`config.mk`:
```
export PLATFORM = sky130hd
export DESIGN_NAME = rv32_ram
export DESIGN_NICKNAME = d
export VERILOG_FILES = /design/src/hw/rtl/rv32_ram.sv
export SDC_FILE = /design/constraint.sdc
export NUM_CORES = 2
export LEC_CHECK = 0
export ABC_AREA = 1
export BUFFER_PORTS_ARGS = -buffer_cell sky130_fd_sc_hd__buf_2
export CORE_MARGIN = 4
export CORE_UTILIZATION = 45
export DETAILED_ROUTE_END_ITERATION = 10
export RECOVER_POWER = 100
export REMOVE_ABC_BUFFERS = 1
export SYNTH_ARGS = -nofsm -noshare
export SYNTH_HDL_FRONTEND = slang
export SYNTH_SLANG_ARGS = --single-unit
```
`constraint.sdc`:
```
create_clock -name aclk -period 4 [get_ports aclk]
set_clock_uncertainty 0.05 [all_clocks]
set_input_delay 0.8 -clock aclk [delete_from_list [all_inputs] [get_ports aclk]]
set_output_delay 0.8 -clock aclk [all_outputs]
set_load 0.01 [all_outputs]
```
`src/hw/rtl/rv32_ram.sv`:
```
// Generic single-port-write, single-port-read RAM with registered read data.
module rv32_ram #(
    parameter int WIDTH = 8,
    parameter int DEPTH = 256
) (
    input  logic                     aclk,
    input  logic                     we,
    input  logic [$clog2(DEPTH)-1:0] waddr,
    input  logic [WIDTH-1:0]         wdata,
    input  logic [$clog2(DEPTH)-1:0] raddr,
    output logic [WIDTH-1:0]         rdata
);
    logic [WIDTH-1:0] mem [DEPTH];

    always_ff @(posedge aclk) begin
        if (we) begin
            mem[waddr] <= wdata;
        end
        rdata <= mem[raddr];
    end
endmodule

```
After elaboration in Yosys (flattened, before gate mapping)

Memories as Yosys holds them, arrays and structs flattened. A register that Yosys moved wholly into a read port is not among the register bits.
Cells that the tools add are included.

Memories: 1
Register bits after elaboration: 0
Bits in writable memories: 2048
Bits of input ports: 26
Logic and storage cells: 3

Multiplexer cells: 2

Memories:

| memory | depth | width | rd ports | clocked after Yosys merged registers in | write ports | line | source |
|---|---|---|---|---|---|---|---|
| mem    | 256   | 8     | 1        | 1                                       | 1           | 13   | `logic [WIDTH-1:0] mem [DEPTH];` |

Operator list:

| operator         | count |
|---|---|
| 2-to-1 mux 1 bit | 2 |

Depth between registers and ports, before layout

Depth in word-level cells: 2
Mapped depth: 15
Gate-level depth less buffers: 11

Least setup slack after synthesis

Ideal clock, no wire load.

Kind: input-to-reg
From: in we
To: mem mem[162][0], enable pin
Data arrival time: 1921 ps
Stages: 4
Setup time: 370 ps
Setup slack: 1659 ps
Required time: 3580 ps
Path through: clkbuf_1 -> nand3_1 -> clkbuf_1 -> nor2_1

Cells in the longest elaborated chain, start to end: 2

RTL lines:

| element                                | line | source |
|---|---|---|
| start, declared                        | 7    | `input logic we,` |
| 2-to-1 mux 1 bit                       | 16   | `if (we) begin` |
| 2-to-1 mux 1 bit (implied by the code) | 17   | `mem[waddr] <= wdata;` |
| end, declared                          | 13   |  |

No other way between the ends.

Final worst setup path

From: in waddr[4]
To: mem mem[109][1], enable pin

RTL lines:

| element         | line | source |
|---|---|---|
| start, declared | 8    | `input logic [$clog2(DEPTH)-1:0] waddr,` |

No word-level cell before the write port.

==> results.cfg <==
[status]
status = complete, but fails checks
violations = max-capacitance violations, max-slew violations

[worst_hold_path]
whs_endpoint = mem[54][6]$_DFFE_PP_
hp-class = primary input to flip-flop
min_path_cells = 1
hp-start = wdata[6]

[timing]
tns_ns = 0
setup_viol = 0
max_freq_mhz = 306
hold_viol = 0
relSlewSlack = -0.965
tightestPinTransition_ns = 2.95
fin_ws_ns = 0.728
layout_min_cycle_time_ns = 3.27
slew_violations = 750
grt_setup_unrepaired = false
post-route-period-util = 0.818

[route]
wl_mm = 239
wl_per_cell_um = 24.8
dr.pass1.iters = 6
vias_per_cell = 5.70
ant_nets = 0
drc = 0
vias = 55100
drt-initial-drc-count = 6863

[yosys]
yosysMostFrequentCell = nand2_1
synth-main-ff-cell = edfxtp_1
syn_area_per_cell_sq_um = 11.9
seq_area_frac_synth = 0.739
async_flop_share = 0
yosysWarnings = 0
ys_ff_latch = 2056
synth.distinct_cells = 14
yosys.area.top_type_share = 0.737
synthesis.area_sq_mm = 0.0834
synth_edf_count = 2048
synth_top_cell_by_area = edfxtp_1
synth_top_cells_by_count = nand2_1, edfxtp_1, nand3_1, nor2_1, buf_2
ys_top_cells_by_area = edfxtp_1, nand3_1, nand2_1
synthCells = 7003

[cells_and_area]
n_fill_cell = 15800
fin_area_sq_mm = 0.0932
drive_above_1_share = 0.0635
fin_nets = 7059
stdcell_count = 9669
syn_to_final_growth_pct = 11.7
final_util = 0.507

[placed_design]
dp_hpwl_mm = 139
dpl_worst_slack_ns = 0.255
dp.cells = 9290
gp_congestion = 0.869
port_buffers = 33
place_area_sq_mm = 0.0872

[power_and_ir_drop]
power.switching_uw = 10200
internal_power_uw = 35100
power_frac_comb = 0.062
switching_share = 0.225
ir_drop_mv = 0.402
p_leak_uw = 0.0320
seqPwrFrac = 0.525
power_density_mw_per_mm2 = 487
pwr-share-clk = 0.413

[clocking]
cts-htree-levels = 4
cts_tree = done
clkTransAtPathRegs_ns = 0.06
cts-hold-fix-buffers = 0
clockRootBuffer = clkbuf_16
clockBufferDepth = 3
clock_latency_ns = 0.85
cts-resized-gates = 0
post-cts-setup-buffers = 0
cts_inserted_buffers = 205
cts.sinks = 2056

[global_route]
grt_pass1_wl_mm = 353
grt_start_max_net_pins = 123
grt_pass1_vias = 52700
grt-ovfl-total = 0
antenna_found_initial = 6
grt_usage = 0.246

[floorplanning]
start_util = 0.454
io_pins = 34
die-area_sq_mm = 0.192
die_w_um = 438
fp.dieH_um = 438
core_area_sq_mm = 0.184
rows = 157

[setup_path]
cp-end-kind = flip-flop
critPathLaunchType = primary input
worstPathMaxFanout = 16
ff2ff_path_depth = 10
crit_type = primary input to flip-flop
timing.rr.end = rdata[4]$_DFF_P_
reg2reg_setup_slack_ns = 1.83
crit_arrival_ns = 3.69
required_ns = 4.42
rr_startpoint = mem[191][4]$_DFFE_PP_

[job]
timing.max_cap.violations = 12
-- power by group through the flow --
stage               Clock, uW  Combinational, uW  Sequential [uW]
floorplan                   0               1250            24200
global placement            0               2800            24200
detailed placement          0               2820            24200
CTS                     19000               2820            23800
global route            19900               3020            23800
finish                  18700               2820            23800
-- flip-flops by register name, summed over array words and instances (netlist names) --
register	flops
mem	2048
rdata	8
-- metal layers --
metal  vias up  GRT usage  share of wire
met5         -          0       0.000054
met4         2     0.0965          0.038
met3       448     0.0400          0.076
met2      2395      0.392           0.47
met1     27400      0.340           0.41
li1      24900          -              -
-- through the flow --
step | total power, uW | hold WS [ns]
3_5_place_dp | 27000 | 0.878
5_1_grt | 46700 | 0.325
4_1_cts | 45600 | 0.315
2_1_floorplan | 25500 | 0.785
3_3_place_gp | 27000 | 0.911
6_report | 45300 | 0.340
-- worst max-delay path by stage --
stage,start,endpoint,slack [ns],cells past startpoint
5_1_grt,wdata[6],mem[71][6]$_DFFE_PP_,0.61,2
6_report,waddr[4],mem[109][1]$_DFFE_PP_,0.73,5
3_3_place_gp,waddr[4],mem[148][5]$_DFFE_PP_,0.28,5
4_1_cts,waddr[4],mem[150][2]$_DFFE_PP_,1.14,5
2_1_floorplan,raddr[0],rdata[7]$_DFF_P_,-2.50,11
3_5_place_dp,waddr[4],mem[150][5]$_DFFE_PP_,0.25,5
-- layout make-up --
| type | count | area (sq um) | area share |
|---|---|---|---|
| clock inverter | 110 | 1030 | 0.0111 |
| sequential | 2056 | 61700 | 0.662 |
| timing repair buffer | 306 | 2590 | 0.0278 |
| clock buffer | 263 | 5450 | 0.0585 |
| tap | 2464 | 3080 | 0.0331 |
| inverter | 39 | 180 | 0.00193 |
| antenna | 6 | 15.0 | 0.000161 |
| multi-input combinational | 4425 | 19100 | 0.205 |
-- layout by cell type (no fill, tap or decap), types with 2 or more instances in the layout --
cell type and instances:
clkinv_16 3, clkbuf_16 208, inv_6 8, nand3_1 2019
clkbuf_2 9, clkinv_2 28, diode_2 6, bufinv_16 17
dfxtp_1 8, nor2_1 283, clkbuf_8 4, inv_8 2
buf_4 96, buf_12 60, nand2_2 2, buf_2 9
clkbuf_1 174, buf_8 5, edfxtp_1 2048, inv_1 34
nand2_1 2121, clkinv_1 52
-- cell families after synthesis --
kind of cell  synth area share
simple gates             0.229
flops                    0.739
buf+inv                 0.0312
-- critical path: stages --
cell and delay (ns):
clkbuf_1 0.13, nor2_1 1.25, nand2_1 0.11, clkbuf_1 0.54, nor2_1 0.82
No activity file was read; power rests on OpenSTA's default activity.
